## src/design/leb_pkg.sv

```systemverilog
// Shared types and key codes for the line edit buffer.
// No dependencies.
package leb_pkg;

    // Action codes returned to the caller.
    typedef enum logic [2:0] {
        ACT_NONE      = 3'd0,
        ACT_JOIN_PREV = 3'd1,
        ACT_JOIN_NEXT = 3'd2,
        ACT_PREV_LINE = 3'd3,
        ACT_NEXT_LINE = 3'd4,
        ACT_NEW_LINE  = 3'd5
    } t_action;

    // Opcodes of an input transfer.
    localparam logic OP_EDIT = 1'b0;
    localparam logic OP_READ = 1'b1;

    // Key codes with an editing meaning.
    localparam logic [7:0] KEY_CTRL_A = 8'd1;
    localparam logic [7:0] KEY_CTRL_B = 8'd2;
    localparam logic [7:0] KEY_CTRL_D = 8'd4;
    localparam logic [7:0] KEY_CTRL_E = 8'd5;
    localparam logic [7:0] KEY_CTRL_F = 8'd6;
    localparam logic [7:0] KEY_BS     = 8'd8;
    localparam logic [7:0] KEY_LF     = 8'd10;
    localparam logic [7:0] KEY_CR     = 8'd13;
    localparam logic [7:0] KEY_CTRL_N = 8'd14;
    localparam logic [7:0] KEY_CTRL_P = 8'd16;
    localparam logic [7:0] KEY_CTRL_U = 8'd21;
    localparam logic [7:0] KEY_CTRL_W = 8'd23;
    localparam logic [7:0] KEY_DEL    = 8'd127;

    // Key codes that are swallowed.
    localparam logic [7:0] KEY_NUL    = 8'd0;
    localparam logic [7:0] KEY_CTRL_C = 8'd3;
    localparam logic [7:0] KEY_BEL    = 8'd7;
    localparam logic [7:0] KEY_TAB    = 8'd9;
    localparam logic [7:0] KEY_VT     = 8'd11;
    localparam logic [7:0] KEY_FF     = 8'd12;
    localparam logic [7:0] KEY_CTRL_O = 8'd15;
    localparam logic [7:0] KEY_CTRL_Q = 8'd17;
    localparam logic [7:0] KEY_CTRL_R = 8'd18;
    localparam logic [7:0] KEY_CTRL_S = 8'd19;
    localparam logic [7:0] KEY_CTRL_T = 8'd20;
    localparam logic [7:0] KEY_CTRL_V = 8'd22;
    localparam logic [7:0] KEY_CTRL_X = 8'd24;
    localparam logic [7:0] KEY_CTRL_Y = 8'd25;
    localparam logic [7:0] KEY_CTRL_Z = 8'd26;

    typedef enum logic [3:0] {
        KK_IGNORE,
        KK_BACK,
        KK_DEL_FWD,
        KK_LEFT,
        KK_RIGHT,
        KK_NEXT,
        KK_PREV,
        KK_NEWL,
        KK_CLEAR,
        KK_HOME,
        KK_END,
        KK_INSERT
    } t_key_kind;

    function automatic t_key_kind leb_key_kind(input logic [7:0] key);
        t_key_kind kind;
        case (key)
            KEY_NUL, KEY_CTRL_C, KEY_BEL, KEY_TAB, KEY_VT, KEY_FF, KEY_CTRL_O,
            KEY_CTRL_Q, KEY_CTRL_R, KEY_CTRL_S, KEY_CTRL_T, KEY_CTRL_V,
            KEY_CTRL_X, KEY_CTRL_Y, KEY_CTRL_Z: kind = KK_IGNORE;
            KEY_BS, KEY_DEL:                    kind = KK_BACK;
            KEY_CTRL_D:                         kind = KK_DEL_FWD;
            KEY_CTRL_B:                         kind = KK_LEFT;
            KEY_CTRL_F:                         kind = KK_RIGHT;
            KEY_CTRL_N, KEY_CR:                 kind = KK_NEXT;
            KEY_CTRL_P:                         kind = KK_PREV;
            KEY_LF:                             kind = KK_NEWL;
            KEY_CTRL_W, KEY_CTRL_U:             kind = KK_CLEAR;
            KEY_CTRL_A:                         kind = KK_HOME;
            KEY_CTRL_E:                         kind = KK_END;
            default:                            kind = KK_INSERT;
        endcase
        return kind;
    endfunction

endpackage

```

## src/design/line_edit_buffer.sv

```systemverilog
// Line edit buffer top level: one text line in a byte RAM plus cursor and length.
// Depends on leb_pkg.
//
//  channel | direction | handshake              | payload
//  --------+-----------+------------------------+---------------------------------------
//  in      | to block  | i_in_valid / o_in_stall | i_opcode, i_key_byte, i_read_index
//  out     | from block| o_out_valid / i_out_stall| o_action, o_cursor_pos, o_line_length,
//          |           |                        | o_read_byte, o_full_drop
//
// A key that moves no byte passes through S_DONE, a read through S_READ and S_DONE,
// an insert or delete through S_SHIFT and S_DONE; an edit moves at most
// LINE_MAX - 1 bytes. The shift streams one byte per cycle through the single
// RAM port pair (read one entry, write it one place over on the next cycle).
// Reset clears cursor, length and the handshake state; the RAM is not cleared,
// since only entries below the length are ever read.
// One item is worked on at a time; a finished result sits in the output
// register, so the next item is taken while the previous result is stalled.
module line_edit_buffer
    import leb_pkg::*;
#(
    parameter int LINE_MAX = 64
) (
    input  logic       i_clk,
    input  logic       i_rst_n,
    input  logic       i_in_valid,
    output logic       o_in_stall,
    input  logic       i_opcode,
    input  logic [7:0] i_key_byte,
    input  logic [5:0] i_read_index,
    output logic       o_out_valid,
    input  logic       i_out_stall,
    output logic [2:0] o_action,
    output logic [6:0] o_cursor_pos,
    output logic [6:0] o_line_length,
    output logic [7:0] o_read_byte,
    output logic       o_full_drop
);

    localparam int AW = (LINE_MAX > 1) ? $clog2(LINE_MAX) : 1;  // RAM address
    localparam int CW = $clog2(LINE_MAX + 1);                   // cursor / length

    typedef enum logic [3:0] {
        S_IDLE  = 4'b0001,
        S_READ  = 4'b0010,
        S_SHIFT = 4'b0100,
        S_DONE  = 4'b1000
    } t_state;

    // Line storage, one write and one registered read per cycle.
    logic [7:0]    mem [LINE_MAX];
    logic [7:0]    r_rd_data;
    logic          w_wr_en;
    logic [AW-1:0] w_wr_addr;
    logic [7:0]    w_wr_data;
    logic [AW-1:0] w_rd_addr;

    // Control state.
    t_state        r_state, n_state;
    logic [CW-1:0] r_cursor, n_cursor;
    logic [CW-1:0] r_length, n_length;

    // Shift sequencer: r_rp is the next entry to read, r_left the reads still
    // to issue, r_pend marks a read whose data lands at r_wa this cycle.
    logic [AW-1:0] r_rp, n_rp;
    logic [CW-1:0] r_left, n_left;
    logic          r_pend, n_pend;
    logic [AW-1:0] r_wa, n_wa;
    logic          r_down, n_down;    // insert moves bytes toward the end
    logic          r_ins, n_ins;      // key byte still to be written
    logic [7:0]    r_key, n_key;
    logic [AW-1:0] r_kaddr, n_kaddr;

    // Result being built.
    logic          r_rd_ok, n_rd_ok;
    t_action       r_act, n_act;
    logic          r_drop, n_drop;
    logic [7:0]    r_byte, n_byte;

    // Output register.
    logic          r_out_valid, n_out_valid;
    t_action       r_out_action;
    logic [6:0]    r_out_cursor;
    logic [6:0]    r_out_length;
    logic [7:0]    r_out_byte;
    logic          r_out_drop;
    logic          w_out_load;

    logic          w_in_xfer;
    t_key_kind     w_kind;
    logic          w_at_start;
    logic          w_at_end;
    logic          w_full;

    assign o_in_stall = (r_state != S_IDLE);
    assign w_in_xfer  = i_in_valid && !o_in_stall;
    assign w_kind     = leb_key_kind(i_key_byte);
    assign w_at_start = (r_cursor == '0);
    assign w_at_end   = (r_cursor == r_length);
    assign w_full     = (r_length == CW'(LINE_MAX));

    always_comb begin
        n_state   = r_state;
        n_cursor  = r_cursor;
        n_length  = r_length;
        n_rp      = r_rp;
        n_left    = r_left;
        n_pend    = 1'b0;
        n_wa      = r_wa;
        n_down    = r_down;
        n_ins     = r_ins;
        n_key     = r_key;
        n_kaddr   = r_kaddr;
        n_rd_ok   = r_rd_ok;
        n_act     = r_act;
        n_drop    = r_drop;
        n_byte    = r_byte;
        w_wr_en   = 1'b0;
        w_wr_addr = r_wa;
        w_wr_data = r_rd_data;
        w_rd_addr = r_rp;
        w_out_load = 1'b0;

        case (r_state)
            S_IDLE: begin
                w_rd_addr = AW'(i_read_index);
                if (w_in_xfer) begin
                    n_act  = ACT_NONE;
                    n_drop = 1'b0;
                    n_byte = '0;
                    n_ins  = 1'b0;
                    n_state = S_DONE;
                    if (i_opcode == OP_READ) begin
                        n_rd_ok = (32'(i_read_index) < 32'(r_length));
                        n_state = S_READ;
                    end else begin
                        case (w_kind)
                            KK_BACK: begin
                                if (!w_at_start) begin
                                    // remove the byte at cursor-1
                                    n_cursor = r_cursor - CW'(1);
                                    n_length = r_length - CW'(1);
                                    n_rp     = AW'(r_cursor);
                                    n_left   = r_length - r_cursor;
                                    n_down   = 1'b0;
                                    n_state  = S_SHIFT;
                                end else begin
                                    n_act = ACT_JOIN_PREV;
                                end
                            end
                            KK_DEL_FWD: begin
                                if (!w_at_end) begin
                                    n_length = r_length - CW'(1);
                                    n_rp     = AW'(r_cursor + CW'(1));
                                    n_left   = r_length - r_cursor - CW'(1);
                                    n_down   = 1'b0;
                                    n_state  = S_SHIFT;
                                end else begin
                                    n_act = ACT_JOIN_NEXT;
                                end
                            end
                            KK_LEFT: begin
                                if (!w_at_start) n_cursor = r_cursor - CW'(1);
                                else n_act = ACT_PREV_LINE;
                            end
                            KK_RIGHT: begin
                                if (!w_at_end) n_cursor = r_cursor + CW'(1);
                                else n_act = ACT_NEXT_LINE;
                            end
                            KK_NEXT: n_act = ACT_NEXT_LINE;
                            KK_PREV: n_act = ACT_PREV_LINE;
                            KK_NEWL: n_act = ACT_NEW_LINE;
                            KK_CLEAR: begin
                                n_cursor = '0;
                                n_length = '0;
                            end
                            KK_HOME: n_cursor = '0;
                            KK_END:  n_cursor = r_length;
                            KK_INSERT: begin
                                if (w_full) begin
                                    n_drop = 1'b1;
                                end else begin
                                    // open a gap at the cursor, then drop the key in
                                    n_rp     = AW'(r_length - CW'(1));
                                    n_left   = r_length - r_cursor;
                                    n_down   = 1'b1;
                                    n_ins    = 1'b1;
                                    n_key    = i_key_byte;
                                    n_kaddr  = AW'(r_cursor);
                                    n_cursor = r_cursor + CW'(1);
                                    n_length = r_length + CW'(1);
                                    n_state  = S_SHIFT;
                                end
                            end
                            default: ;  // ignored keys
                        endcase
                    end
                end
            end
            S_READ: begin
                n_byte  = r_rd_ok ? r_rd_data : '0;
                n_state = S_DONE;
            end
            S_SHIFT: begin
                if (r_left != '0) begin
                    n_rp   = r_down ? r_rp - AW'(1) : r_rp + AW'(1);
                    n_left = r_left - CW'(1);
                    n_pend = 1'b1;
                    n_wa   = r_down ? r_rp + AW'(1) : r_rp - AW'(1);
                end
                if (r_pend) begin
                    w_wr_en = 1'b1;
                end else if (r_left == '0) begin
                    // pipeline drained: write the key into the gap, if any
                    if (r_ins) begin
                        w_wr_en   = 1'b1;
                        w_wr_addr = r_kaddr;
                        w_wr_data = r_key;
                    end
                    n_ins   = 1'b0;
                    n_state = S_DONE;
                end
            end
            S_DONE: begin
                if (!r_out_valid || !i_out_stall) begin
                    w_out_load = 1'b1;
                    n_state    = S_IDLE;
                end
            end
            default: n_state = S_IDLE;
        endcase

        if (w_out_load) n_out_valid = 1'b1;
        else n_out_valid = r_out_valid && i_out_stall;
    end

    // RAM
    always_ff @(posedge i_clk) begin
        if (w_wr_en) mem[w_wr_addr] <= w_wr_data;
        r_rd_data <= mem[w_rd_addr];
    end

    // Control registers
    always_ff @(posedge i_clk) begin
        if (!i_rst_n) begin
            r_state     <= S_IDLE;
            r_cursor    <= '0;
            r_length    <= '0;
            r_pend      <= 1'b0;
            r_left      <= '0;
            r_ins       <= 1'b0;
            r_out_valid <= 1'b0;
        end else begin
            r_state     <= n_state;
            r_cursor    <= n_cursor;
            r_length    <= n_length;
            r_pend      <= n_pend;
            r_left      <= n_left;
            r_ins       <= n_ins;
            r_out_valid <= n_out_valid;
        end
    end

    // Payload registers
    always_ff @(posedge i_clk) begin
        r_rp    <= n_rp;
        r_wa    <= n_wa;
        r_down  <= n_down;
        r_key   <= n_key;
        r_kaddr <= n_kaddr;
        r_rd_ok <= n_rd_ok;
        r_act   <= n_act;
        r_drop  <= n_drop;
        r_byte  <= n_byte;
        if (w_out_load) begin
            r_out_action <= r_act;
            r_out_cursor <= 7'(r_cursor);
            r_out_length <= 7'(r_length);
            r_out_byte   <= r_byte;
            r_out_drop   <= r_drop;
        end
    end

    assign o_out_valid   = r_out_valid;
    assign o_action      = r_out_action;
    assign o_cursor_pos  = r_out_cursor;
    assign o_line_length = r_out_length;
    assign o_read_byte   = r_out_byte;
    assign o_full_drop   = r_out_drop;

endmodule

```

## config.mk

```make
export PLATFORM = sky130hd
export DESIGN_NAME = line_edit_buffer
export DESIGN_NICKNAME = d
export VERILOG_FILES = /design/src/design/leb_pkg.sv /design/src/design/line_edit_buffer.sv
export SDC_FILE = /design/constraint.sdc
export NUM_CORES = 1
export LEC_CHECK = 0
export ABC_AREA = 0
export CAP_MARGIN = 20
export CORE_ASPECT_RATIO = 0.5
export CORE_UTILIZATION = 57
export DETAILED_ROUTE_END_ITERATION = 12
export DONT_BUFFER_PORTS = 1
export PLACE_DENSITY = 0.75
export SYNTH_ARGS = -nofsm -noshare
export SYNTH_HDL_FRONTEND = slang
export SYNTH_SLANG_ARGS = --single-unit
export TNS_END_PERCENT = 100
```

## constraint.sdc

```tcl
create_clock -name i_clk -period 3.1 [get_ports i_clk]
set_input_delay 0.62 -clock i_clk [delete_from_list [all_inputs] [get_ports i_clk]]
set_output_delay 0.62 -clock i_clk [all_outputs]
set_load 0.005 [all_outputs]
```

After elaboration in Yosys (flattened, before gate mapping):

Memory sizes are Yosys's and may differ from the RTL's. A register that Yosys moved wholly into a read port is not among the register bits.
Index checks and enable logic that the tools add are counted.

* magnitude comparators: 1
* bitwise gates (word level): 3
* reductions and logical operators: 29
* multiplexer cells: 76
* equality and inequality tests: 33
* $add $sub $neg: 9

Operator list (number)
* 7-bit 2-to-1 mux: 12
* 6-bit 2-to-1 mux: 13
* 8-bit 2-to-1 mux: 6
* 4-bit 2-to-1 mux: 9
* 7-bit case mux with 5 select lines: 1
* 7-bit case mux with 4 select lines: 1
* 7-bit by 1-bit subtractor with 7-bit output, second input constant: 4
* 2-bit != test, second input constant: 11
* 1-bit 2-to-1 mux: 21
* 3-bit case mux with 7 select lines: 1
* 7-bit case mux with 3 select lines: 1
* 7-bit AND reduction: 3
* 4-bit by 3-bit == test with 1-bit output, second input constant: 5
* 4-bit == test, second input constant: 5
* 6-bit case mux with 3 select lines: 1
* 4-bit case mux with 4 select lines: 1
* 8-bit case mux with 2 select lines: 1
* 7-bit by 1-bit adder with 7-bit output, second input constant: 2
* 7-bit zero test: 2
* 7-bit case mux with 2 select lines: 1
* 4-bit by 2-bit == test with 1-bit output, second input constant: 3
* 4-bit case mux with 3 select lines: 1
* 6-bit case mux with 2 select lines: 1
* 3-bit != test, second input constant: 3
* 27 further kinds: 42

* word-level logic and storage cells: 174
* memory bits (read-only): 512
* memory bits (writable): 512
* output and inout port bits: 28
* register bits after elaboration: 94
* input port bits: 19
* memories kept: 2

Memory list
* (name not given): words 128, width 4, read ports 1, clocked after Yosys merged registers in 0, wr ports 0, line leb_pkg.sv:68 `case (key)`
* mem: words 64, width 8, read ports 1, clocked after Yosys merged registers in 1, wr ports 1, line line_edit_buffer.sv:50 `logic [7:0] mem [LINE_MAX];`

Logic depth before layout (Yosys ltp):

Gate-level depths: netlist of run 1.

* depth after elaboration: 7
* depth in mapped cells: 13
* mapped depth without buffers: 12

Least setup slack after synthesis of run 1:

Ideal clock, no wire load.

* path kind: input port to flip-flop
* start: input i_key_byte[0]
* end: register r_left[1]
* data required time: 2.984 ns
* stages: 10
* data arrival time: 2.914 ns
* path slack: 0.070 ns
* library setup time: 0.116 ns
* path buffers: 0
* cells stage by stage: inv_1 > ha_1 > a21boi_1 > a311oi_4 > nor2_1 > or3_1 > o2bb2ai_1 > o21ai_1 > o211ai_1 > o211a_1

* word-level cells in the longest chain between the ends: 7
* elaborated cells between the ends (all ways): 14
* classes of those cells: 7 x eq/ne; 5 x mux; 1 x reduce/logical; 1 x memory

Ends and longest elaborated chain
* start: declaration: line line_edit_buffer.sv:28 `input logic [7:0] i_key_byte,`
* memory read 128 x 4 bit (*)
* 4-bit 2-to-1 mux (*): line leb_pkg.sv:68
* 4-bit == test, or another cell as far along: line line_edit_buffer.sv:136 `case (w_kind)`
* 7-bit case mux with 3 select lines: line line_edit_buffer.sv:136
* 7-bit 2-to-1 mux: line line_edit_buffer.sv:132 `if (i_opcode == OP_READ) begin`
* 7-bit 2-to-1 mux: line line_edit_buffer.sv:126 `if (w_in_xfer) begin`
* 7-bit case mux with 2 select lines: line line_edit_buffer.sv:123 `case (r_state)`
* end signal: assignment: line line_edit_buffer.sv:257 `r_left <= n_left;`
* end: declaration: line line_edit_buffer.sv:65 `logic [CW-1:0] r_left, n_left;`

Mark *: on every way between the ends. The rest lies on a longest branch, timed or not. The select of a mux whose other input is x is not followed.
A chain may end at the register's enable or synchronous reset.

Worst setup path after layout of run 1:

* start: register r_state[1]
* end: register r_rd_data[6] (read register of mem)

* word-level cells in the longest chain between the ends: 2

Ends and longest elaborated chain
* start: declaration: line line_edit_buffer.sv:58 `t_state r_state, n_state;`
* start signal: assignment: line line_edit_buffer.sv:253 `r_state <= n_state;`
* 4-bit by 1-bit == test with 1-bit output: line line_edit_buffer.sv:123
* 6-bit 2-to-1 mux: line line_edit_buffer.sv:123
* end: declaration: line line_edit_buffer.sv:51 `logic [7:0] r_rd_data;`

No other way between the ends.

==> out/results.txt, run 1 <==
After the first detailed-routing iteration, the DRC count stood at 2,455. After synthesis, the netlist uses 93 different library cells. The logs give 329 MHz for the achievable clock frequency and 55 for the number of placement rows. The run gives 2,320 as the number of nets in the layout.

The area of the core was 45,500 um^2. The synthesized netlist occupies a cell area of 26,500 um^2. For this block, the routed nets add up to 70,300 um of wire. The clock latency on the worst-skew pair was 0.60 ns.

For the count of pins on the block boundary, the log shows 47. The required time of the critical path is 3.63 ns. Counting flops with a built-in enable in the synthesized netlist gives 578.

Once routing completed, OpenROAD measured the worst setup slack at 0.0619 ns. In this run the most critical hold path is launched from i_key_byte[7]. Setup violations remaining at the end of the flow were counted as 0. Entering global routing, the biggest net connects 65 pins. The final period utilization works out to 98.0%. The kind of critical path was reg2reg. The run gives 614 as the number of sinks driven by the clock tree. From synthesis to final layout, the design area changed by 16.6%. In the synthesized netlist, the number of instances is 2,097. The power per cell area came out at 789 nW/um^2. The floorplan step defined a die boundary enclosing 47,400 um^2.

The share of synthesized area in the top cell type comes to 65.6%. Along the worst hold path, the cell count comes to 0. TritonCTS built the clock tree. For this run, design rule violations remaining after detail routing come to 0. The number of nets in the synthesized netlist is 2,143.

The largest total area in the synthesized netlist belongs to sky130_fd_sc_hd__edfxtp_1. Leakage power: 11.0 nW. The tools report the startpoint type of the worst setup path as a flip-flop.

The worst register-to-register path begins at r_state[1]. The clock passes through at most 3 buffers. The pin slew with the least headroom to its limit works out to 1.02 ns. In this run the remaining antenna-violating nets after routing total 0. Routability-driven placement finished with a final weighted congestion of 0.949.

The clock skew after layout is 0.0219 ns, and the final sum of negative setup slack is 0 ns. The run gives 17,600 as the number of global-route vias before repair. Across the VDD grid, the largest voltage drop is 0.628 mV. The count of buffers added on input and output ports is 0. The worst register-to-register path has a depth of 11. Hold timing on the final database bottoms out at a slack of 0.130 ns.

The routed layout has 18,500 vias. The nature of the critical path endpoint was a flip-flop. The worst relative slew slack was 31.2%; the number of endpoints with negative hold slack in the final report was 0. In the final routed layout, each cell accounts on average for 23.8 um.

The final critical path time including I/O delays and setup was 3.04 ns; the worst setup slack after placement was -0.218 ns. The number of flip-flops and latches in the synthesized netlist was 614. Summing all placed instances gives a cell area of 28,900 um^2. The initial antenna violation count was 5; the maximum level of the CTS H-tree was 2. The first detailed-routing pass took 7 iterations.

The first global-routing pass estimated 105,000 um of wire. By area the synthesized netlist is led by sky130_fd_sc_hd__edfxtp_1 (66%), sky130_fd_sc_hd__nand2_1 (7.1%), sky130_fd_sc_hd__dfxtp_1 (2.7%), sky130_fd_sc_hd__nand3_1 (2.6%), sky130_fd_sc_hd__mux2i_1 (1.9%). Setup repair after global routing could not meet its margin everywhere.

Chip height: 154 um. The final design area excluding fillers is 30,900 um^2, and the average cell area after synthesis is 12.6 um^2. The most critical setup path has its startpoint at r_state[1].

The most used flip-flop cell after synthesis is sky130_fd_sc_hd__edfxtp_1. The max-slew violation count was 0; the proportion of synthesized flip-flops having asynchronous set or reset was 0%. From left edge to right edge, the die measures 307 um.

The run gives 3,059 as the count of fill cells added during filler insertion. The top cell types in the final layout, fill and taps aside, are sky130_fd_sc_hd__edfxtp_1 (578), sky130_fd_sc_hd__nand2_1 (490), sky130_fd_sc_hd__buf_4 (199). The worst hold path belongs to the class in2reg. The ratio of routed vias to standard cells is 6.28, and the sequential share of the synthesized area is 68.3%.

Total design power: 0.0244 W. The number of hold buffers added after CTS was 0. Global routing finished with a remaining overflow of 0.

The run gives 52 as the number of buffers added by the clock tree synthesis step. The data arrival time of the worst path is 3.57 ns. Across the run, the number of max-cap violations was 0. The clock-pin slew reported for the worst setup and hold paths after clock tree synthesis works out to 0.07 ns. The library cell used most frequently in the layout, excluding fill and tap cells, is sky130_fd_sc_hd__edfxtp_1. The tree is rooted in a sky130_fd_sc_hd__clkbuf_16. The flow ran to the end, and the final reports show no timing, DRC or antenna violations. The Yosys step of the flow raised 0 warnings. Of all nets on the critical path, the largest fanout is 27. The tools report the initial core utilization as 58.2%. The half-perimeter wire length after detailed placement is 46,400 um. Global routing used 29.7% of the available tracks across all layers. The share of layout cells above drive strength 1 was 17.3%.
## synthesized netlist by cell type, types with 4 or more instances
master and instances:
sky130_fd_sc_hd__edfxtp_1 578, sky130_fd_sc_hd__nand2_1 498, sky130_fd_sc_hd__nand3_1 137, sky130_fd_sc_hd__nor2_1 114, sky130_fd_sc_hd__and3_1 54, sky130_fd_sc_hd__mux2i_1 50, sky130_fd_sc_hd__clkbuf_1 49, sky130_fd_sc_hd__a21oi_1 45
sky130_fd_sc_hd__a311oi_1 40, sky130_fd_sc_hd__buf_2 40, sky130_fd_sc_hd__inv_1 40, sky130_fd_sc_hd__a32oi_1 37, sky130_fd_sc_hd__dfxtp_1 36, sky130_fd_sc_hd__o21ai_0 28, sky130_fd_sc_hd__ha_1 26, sky130_fd_sc_hd__nor3_1 24
sky130_fd_sc_hd__xnor2_1 24, sky130_fd_sc_hd__nand4_1 17, sky130_fd_sc_hd__buf_4 16, sky130_fd_sc_hd__o31ai_1 16, sky130_fd_sc_hd__a221oi_1 14, sky130_fd_sc_hd__o21ai_1 13, sky130_fd_sc_hd__nand2b_1 11, sky130_fd_sc_hd__a31oi_1 10
sky130_fd_sc_hd__and2_1 10, sky130_fd_sc_hd__o22ai_1 10, sky130_fd_sc_hd__a211oi_1 8, sky130_fd_sc_hd__mux4_2 8, sky130_fd_sc_hd__o21a_1 8, sky130_fd_sc_hd__nor4_1 7, sky130_fd_sc_hd__xor2_1 7, sky130_fd_sc_hd__a41oi_1 6
sky130_fd_sc_hd__nor3b_1 6, sky130_fd_sc_hd__nor4b_1 6, sky130_fd_sc_hd__o211ai_1 6, sky130_fd_sc_hd__buf_6 5, sky130_fd_sc_hd__nand3b_1 5, sky130_fd_sc_hd__nor2_2 5, sky130_fd_sc_hd__or3_1 5, sky130_fd_sc_hd__a32o_1 4
sky130_fd_sc_hd__nor2b_1 4
## cell type report
cell class                 instances  area, um^2  share of cell area, %
sequential                       614       18100                   58.5
tap                              627         785                   2.54
inverter                          41         159                  0.515
antenna                            5        12.5                 0.0405
clock inverter                    27         295                  0.956
clock buffer                      71        1430                   4.64
timing repair buffer             235        2210                   7.16
multi-input combinational       1330        7910                   25.6
## final timing paths
check	endpoint	slack, ns
max	r_rd_data[6]	0.06
min	r_key[7]	0.13
max reg2reg	r_rd_data[6]	0.06
min reg2reg	o_read_byte[4]	0.42
## critical path, cell delays in order (launching register included)
cell and delay, ns:
sky130_fd_sc_hd__dfxtp_1 0.36, sky130_fd_sc_hd__nor4b_4 0.37, sky130_fd_sc_hd__buf_12 0.22, sky130_fd_sc_hd__mux2_4 0.25
sky130_fd_sc_hd__buf_4 0.22, sky130_fd_sc_hd__buf_4 0.33, sky130_fd_sc_hd__nand2_1 0.10, sky130_fd_sc_hd__nand3_1 0.13
sky130_fd_sc_hd__nand4_1 0.16, sky130_fd_sc_hd__a221oi_1 0.53, sky130_fd_sc_hd__o21ai_0 0.16, sky130_fd_sc_hd__nand3_1 0.12
## logic make-up after synthesis
logic type      synth area share [%]
simple gates                    15.7
flops                           68.3
compound gates                  8.01
buf+inv                         2.75
mux                             2.96
xor+xnor                        1.03
fa+ha+maj                       1.30
## through the flow
| step | utilization (%) | std cells |
|---|---|---|
| floorplan | - | 2097 |
| global placement | 63.5 | 2841 |
| detailed placement | 63.5 | 2841 |
| CTS | 67.3 | 2939 |
| global route | 67.9 | 2945 |
| finish | 67.9 | 2950 |
## flip-flops by register name, summed over array words and instances (netlist names), 6 cells and up
register,count
r_left,7
o_cursor_pos,7
r_byte,8
r_kaddr,6
r_rp,6
o_read_byte,8
r_cursor,7
r_rd_data,8
r_length,7
mem,512
o_line_length,7
r_key,8
r_wa,6
## routing by layer
metal / up-vias / routed length [um] / global-route usage, %
met5: - / 27 / 0
met4: 4 / 2040 / 9.64
met3: 159 / 8390 / 6.89
met2: 1168 / 32800 / 47.2
met1: 9002 / 27100 / 40.8
li1: 8188 / - / -
## report_power, final
group / switching (W) / internal (W)
sequential: 0.000215 / 0.0103
clock: 0.00298 / 0.00376
combinational: 0.00469 / 0.00242
total: 0.00788 / 0.0165
## timing repair
item / 4_1_cts / 5_1_grt
cloned: 0 / 1
setup buffers: 0 / 5
pin swaps: 0 / 2
resized for setup: 6 / 37
setup endpoints to repair: 5 / 101
No activity file was read; power rests on OpenSTA's default activity.
==> inputs of run 2 (changes only) <==
--- a/constraint.sdc
+++ b/constraint.sdc
@@ -3,2 +3,2 @@
 set_output_delay 0.62 -clock i_clk [all_outputs]
-set_load 0.005 [all_outputs]
+set_load 0.01 [all_outputs]
==> run 2 against run 1 <==
  * Setup slack worse by 0.016 ns
  * Die area unchanged
  * Critical path depth grew 3
  * Via count is 1.1% higher
  * Sequential cell count is the same
  * Maximum frequency shrank 0.53%
  * Global-route usage is 0.88 points higher
  * Sequential power barely moved
  * Final cell count is 0.92% higher
  * Combinational power up 5.1%
  * Power up 1.8%
  * Critical path type unchanged
  * Largest power group unchanged
==> out/results.txt, run 2 (synthesized netlist as in run 1, its figures left out) <==
The logs give 2,384 (-2.9%) for the number of violations reported at the end of detailed-routing iteration 0 and 6 (-1) for the first-pass detailed-route iteration total. In this run the worst setup path begins at r_state[2]. The total die area was 47,400 um^2 (unchanged). The residual overflow from global routing is 0 (unchanged).

The relative contribution of the clock network to total power is 27.4% (-0.2 points). The path with the worst hold slack has its endpoint at r_key[0]. The tightest min-delay check is of the in2reg type. The number of failing setup endpoints in the final timing report is 0 (unchanged), and the chip height is 154 um (unchanged). For the half-perimeter wire length after detailed placement, the log shows 47,500 um (+2.6%). The CTS root buffer is sky130_fd_sc_hd__clkbuf_16. The number of endpoints with negative hold slack in the final report is 0 (unchanged).

The combinational power share is 30.1% (+0.9 points), and the worst relative slew slack is 42.5% (+11 points). The clock skew after layout came out at 0.0198 ns (-0.00215 ns). For the number of nets with antenna violations after routing, the log shows 0 (unchanged). The depth of the worst register-to-register path is 14 (+3). The number of cells in the finished layout apart from fillers is 2,977 (+0.92%). STA classifies the critical path startpoint as a flip-flop. The number of flip-flops under the largest register name was 512 (unchanged); the placer's final routability congestion estimate was 0.960 (+1.2%). Largest net degree at the start of global routing: 65 (unchanged). The tools report the slack of the worst reg-to-reg path as 0.05 ns (-0.02 ns). The maximum buffer depth of the clock tree is 3 (unchanged).

STA classifies the critical path endpoint as a flip-flop. The tools report the count of vias placed by the detailed router as 18,700 (+1.1%). The met3 routed wirelength is 8420 um (+0.36%), and the power per cell area is 792 nW/um^2 (+0.46%). The data arrival time of the worst path was 3.51 ns (-0.06 ns); the area added between synthesis and finish was 18.2%. The final critical path time including I/O delays and setup works out to 3.05 ns (+0.0161 ns). The count of pins on the block boundary is 47 (unchanged), and the count of buffers inserted at the top-level ports is 0 (unchanged). The kind of critical path was reg2reg.

TritonCTS built the clock tree. The final design area excluding fillers was 31,300 um^2 (+1.4%); the first-pass GRT wire length was 108,000 um (+3.3%). The number of placement rows is 55 (unchanged). The achievable clock frequency was 327 MHz (-0.53%); the sequential cell area in the final layout was 18,100 um^2 (unchanged). Pin slew with the least headroom to its limit: 0.857 ns (-0.161 ns).

The placement-stage cell area came out at 28,900 um^2 (+0.20%). The tools report the reg-to-reg critical path endpoint as r_rd_data[7]. The initial core utilization came out at 58.2% (unchanged). The run gives 42.4% (-0.8 points) as the register share of total power.

The tools report the start point of the worst min-delay path as i_key_byte[0]. Register ranked first by flip-flop count: mem. The final sum of negative setup slack came out at 0 ns (unchanged).

In the layout the commonest cells are sky130_fd_sc_hd__edfxtp_1 (578), sky130_fd_sc_hd__nand2_1 (488), sky130_fd_sc_hd__buf_4 (227). The design internal power is 0.0168 W (+1.8%). The switching power of the nets was 0.00803 W (+1.9%); the count of placed standard cells including taps was 2,857 (+0.56%). Number of sinks driven by the clock tree: 614 (unchanged). The tools report the worst-case hold slack as 0.128 ns (-0.00200 ns).

The clock-pin slew reported for the worst setup and hold paths after clock tree synthesis is 0.07 ns (about the same). The total DRC errors in the routed layout came out at 0 (unchanged). The tools report the count of fill cells added during filler insertion as 3,044 (-0.49%). The maximum net fanout on the critical path was 8 (-70%); the number of global-route vias before repair was 18,200 (+3.1%). The number of buffers added by the clock tree synthesis step was 52 (unchanged). The average detailed-routed wire length per instance is 24.6 um (+3.0%), and the share of layout cells above drive strength 1 is 18.6% (+1.3 points).

The overall die width came out at 307 um (unchanged). Routed length on met1: 28,000 um (+3.5%). The tools report the max-slew violation count as 0 (unchanged). The final design utilization came out at 68.8% (+0.92 points). The run gives 2 (unchanged) as the maximum level of the CTS H-tree. In this run the critical register-to-register path is launched from r_state[2]. The maximum VDD drop is 0.660 mV (+5.1%). The leakage power came out at 11.2 nW (+2.1%).

The area of the core was 45,500 um^2 (unchanged). In this run the top signal layer used is met5. The final period utilization is 98.5% (+0.52 points), and the ratio of routed vias to standard cells is 6.29 (+0.15%). Setup repair after global routing could not meet its margin everywhere. Sum of met2 wire segment lengths after detailed routing: 34,000 um (+3.5%).

The initial antenna violation count was 2 (-3). The reported max-cap violation count came out at 0 (unchanged). The cell count of the worst hold path was 0 (unchanged); the switching portion of total power was 32.4% (about the same). The logs give 0.59 ns (about the same) for the clock latency on the worst-skew pair and 3.56 ns (-0.07 ns) for the required time of the critical path. Overall routed net length: 73,100 um (+3.9%). The footprint of the multi-input gates is 8050 um^2 (+1.8%), and the all-layer global routing usage is 30.6% (+0.88 points).

The number of nets in the layout is 2,355 (+1.5%). Commonest non-fill, non-tap cell in the layout: sky130_fd_sc_hd__edfxtp_1. The run finished with clean final reports.
run 2: cell count changes in the layout (fill, tap and decap cells not counted), moves of 7 or more:
cell and change:
sky130_fd_sc_hd__buf_4 +28, sky130_fd_sc_hd__clkbuf_1 -7, sky130_fd_sc_hd__clkinv_1 +11, sky130_fd_sc_hd__nor2_1 +7, sky130_fd_sc_hd__nor2_2 -10
run 2: power groups by stage:
stage	sequential, W	combinational (W)	clock, W
final	0.0105	0.00747	0.00681
after detailed placement	0.0107	0.00658	0
after global routing	0.0105	0.00782	0.00711
after CTS	0.0105	0.00688	0.00681
after global placement	0.0107	0.00643	0
after floorplan	0.0106	0.00363	0
run 2: how the worst max path moves through the flow:
stage,end,slack (ns),cells after the start
after CTS,r_rd_data[5],-0.02,12
after detailed placement,r_rd_data[5],-0.20,11
after floorplan,r_left[1],0.07,10
after global routing,r_rd_data[5],-0.04,13
final,r_rd_data[7],0.05,14
after global placement,r_rd_data[5],-0.14,11
run 2: worst max-delay path, cell delays in order, from the launching register on:
cell,delay (ns)
sky130_fd_sc_hd__dfxtp_1,0.31
sky130_fd_sc_hd__buf_4,0.16
sky130_fd_sc_hd__nor4b_4,0.22
sky130_fd_sc_hd__buf_6,0.16
sky130_fd_sc_hd__buf_12,0.11
sky130_fd_sc_hd__buf_16,0.12
sky130_fd_sc_hd__mux2_4,0.41
sky130_fd_sc_hd__buf_6,0.17
sky130_fd_sc_hd__mux4_2,0.42
sky130_fd_sc_hd__nand2_1,0.09
sky130_fd_sc_hd__a21oi_1,0.08
sky130_fd_sc_hd__nor3_1,0.21
sky130_fd_sc_hd__a21oi_1,0.13
sky130_fd_sc_hd__buf_4,0.16
sky130_fd_sc_hd__o21a_1,0.19
run 2: final cells by class:
type / instances / area share [%]
inverters: 41 / 0.508
well taps: 627 / 2.51
repair buffers: 270 / 7.98
clock buffers: 60 / 4.32
diodes: 2 / 0.0160
clock inverters: 33 / 1.20
multi-input cells: 1330 / 25.7
flip-flops and latches: 614 / 57.8
run 2: metrics by stage:
| stage | power (W) | setup slack (ns) |
|---|---|---|
| after floorplan | 0.0143 | 0.0699 |
| after global placement | 0.0171 | -0.143 |
| after detailed placement | 0.0173 | -0.202 |
| after CTS | 0.0242 | -0.0217 |
| after global routing | 0.0255 | -0.0404 |
| final | 0.0248 | 0.0457 |
run 2: what timing repair did:
item / in CTS / in global routing
cloned: 1 / 1
buffers inserted: 9 / 13
resized for setup: 29 / 50
setup endpoints to repair: 26 / 261
pin swaps: 2 / 7
hold buffers: 0 / 0
run 2: per-layer routing:
layer / global-route usage, % / vias up
met1: 41.2 / 9132
li1: - / 8249
met4: 12.0 / 2
met5: 0 / -
met3: 7.26 / 191
met2: 48.4 / 1145
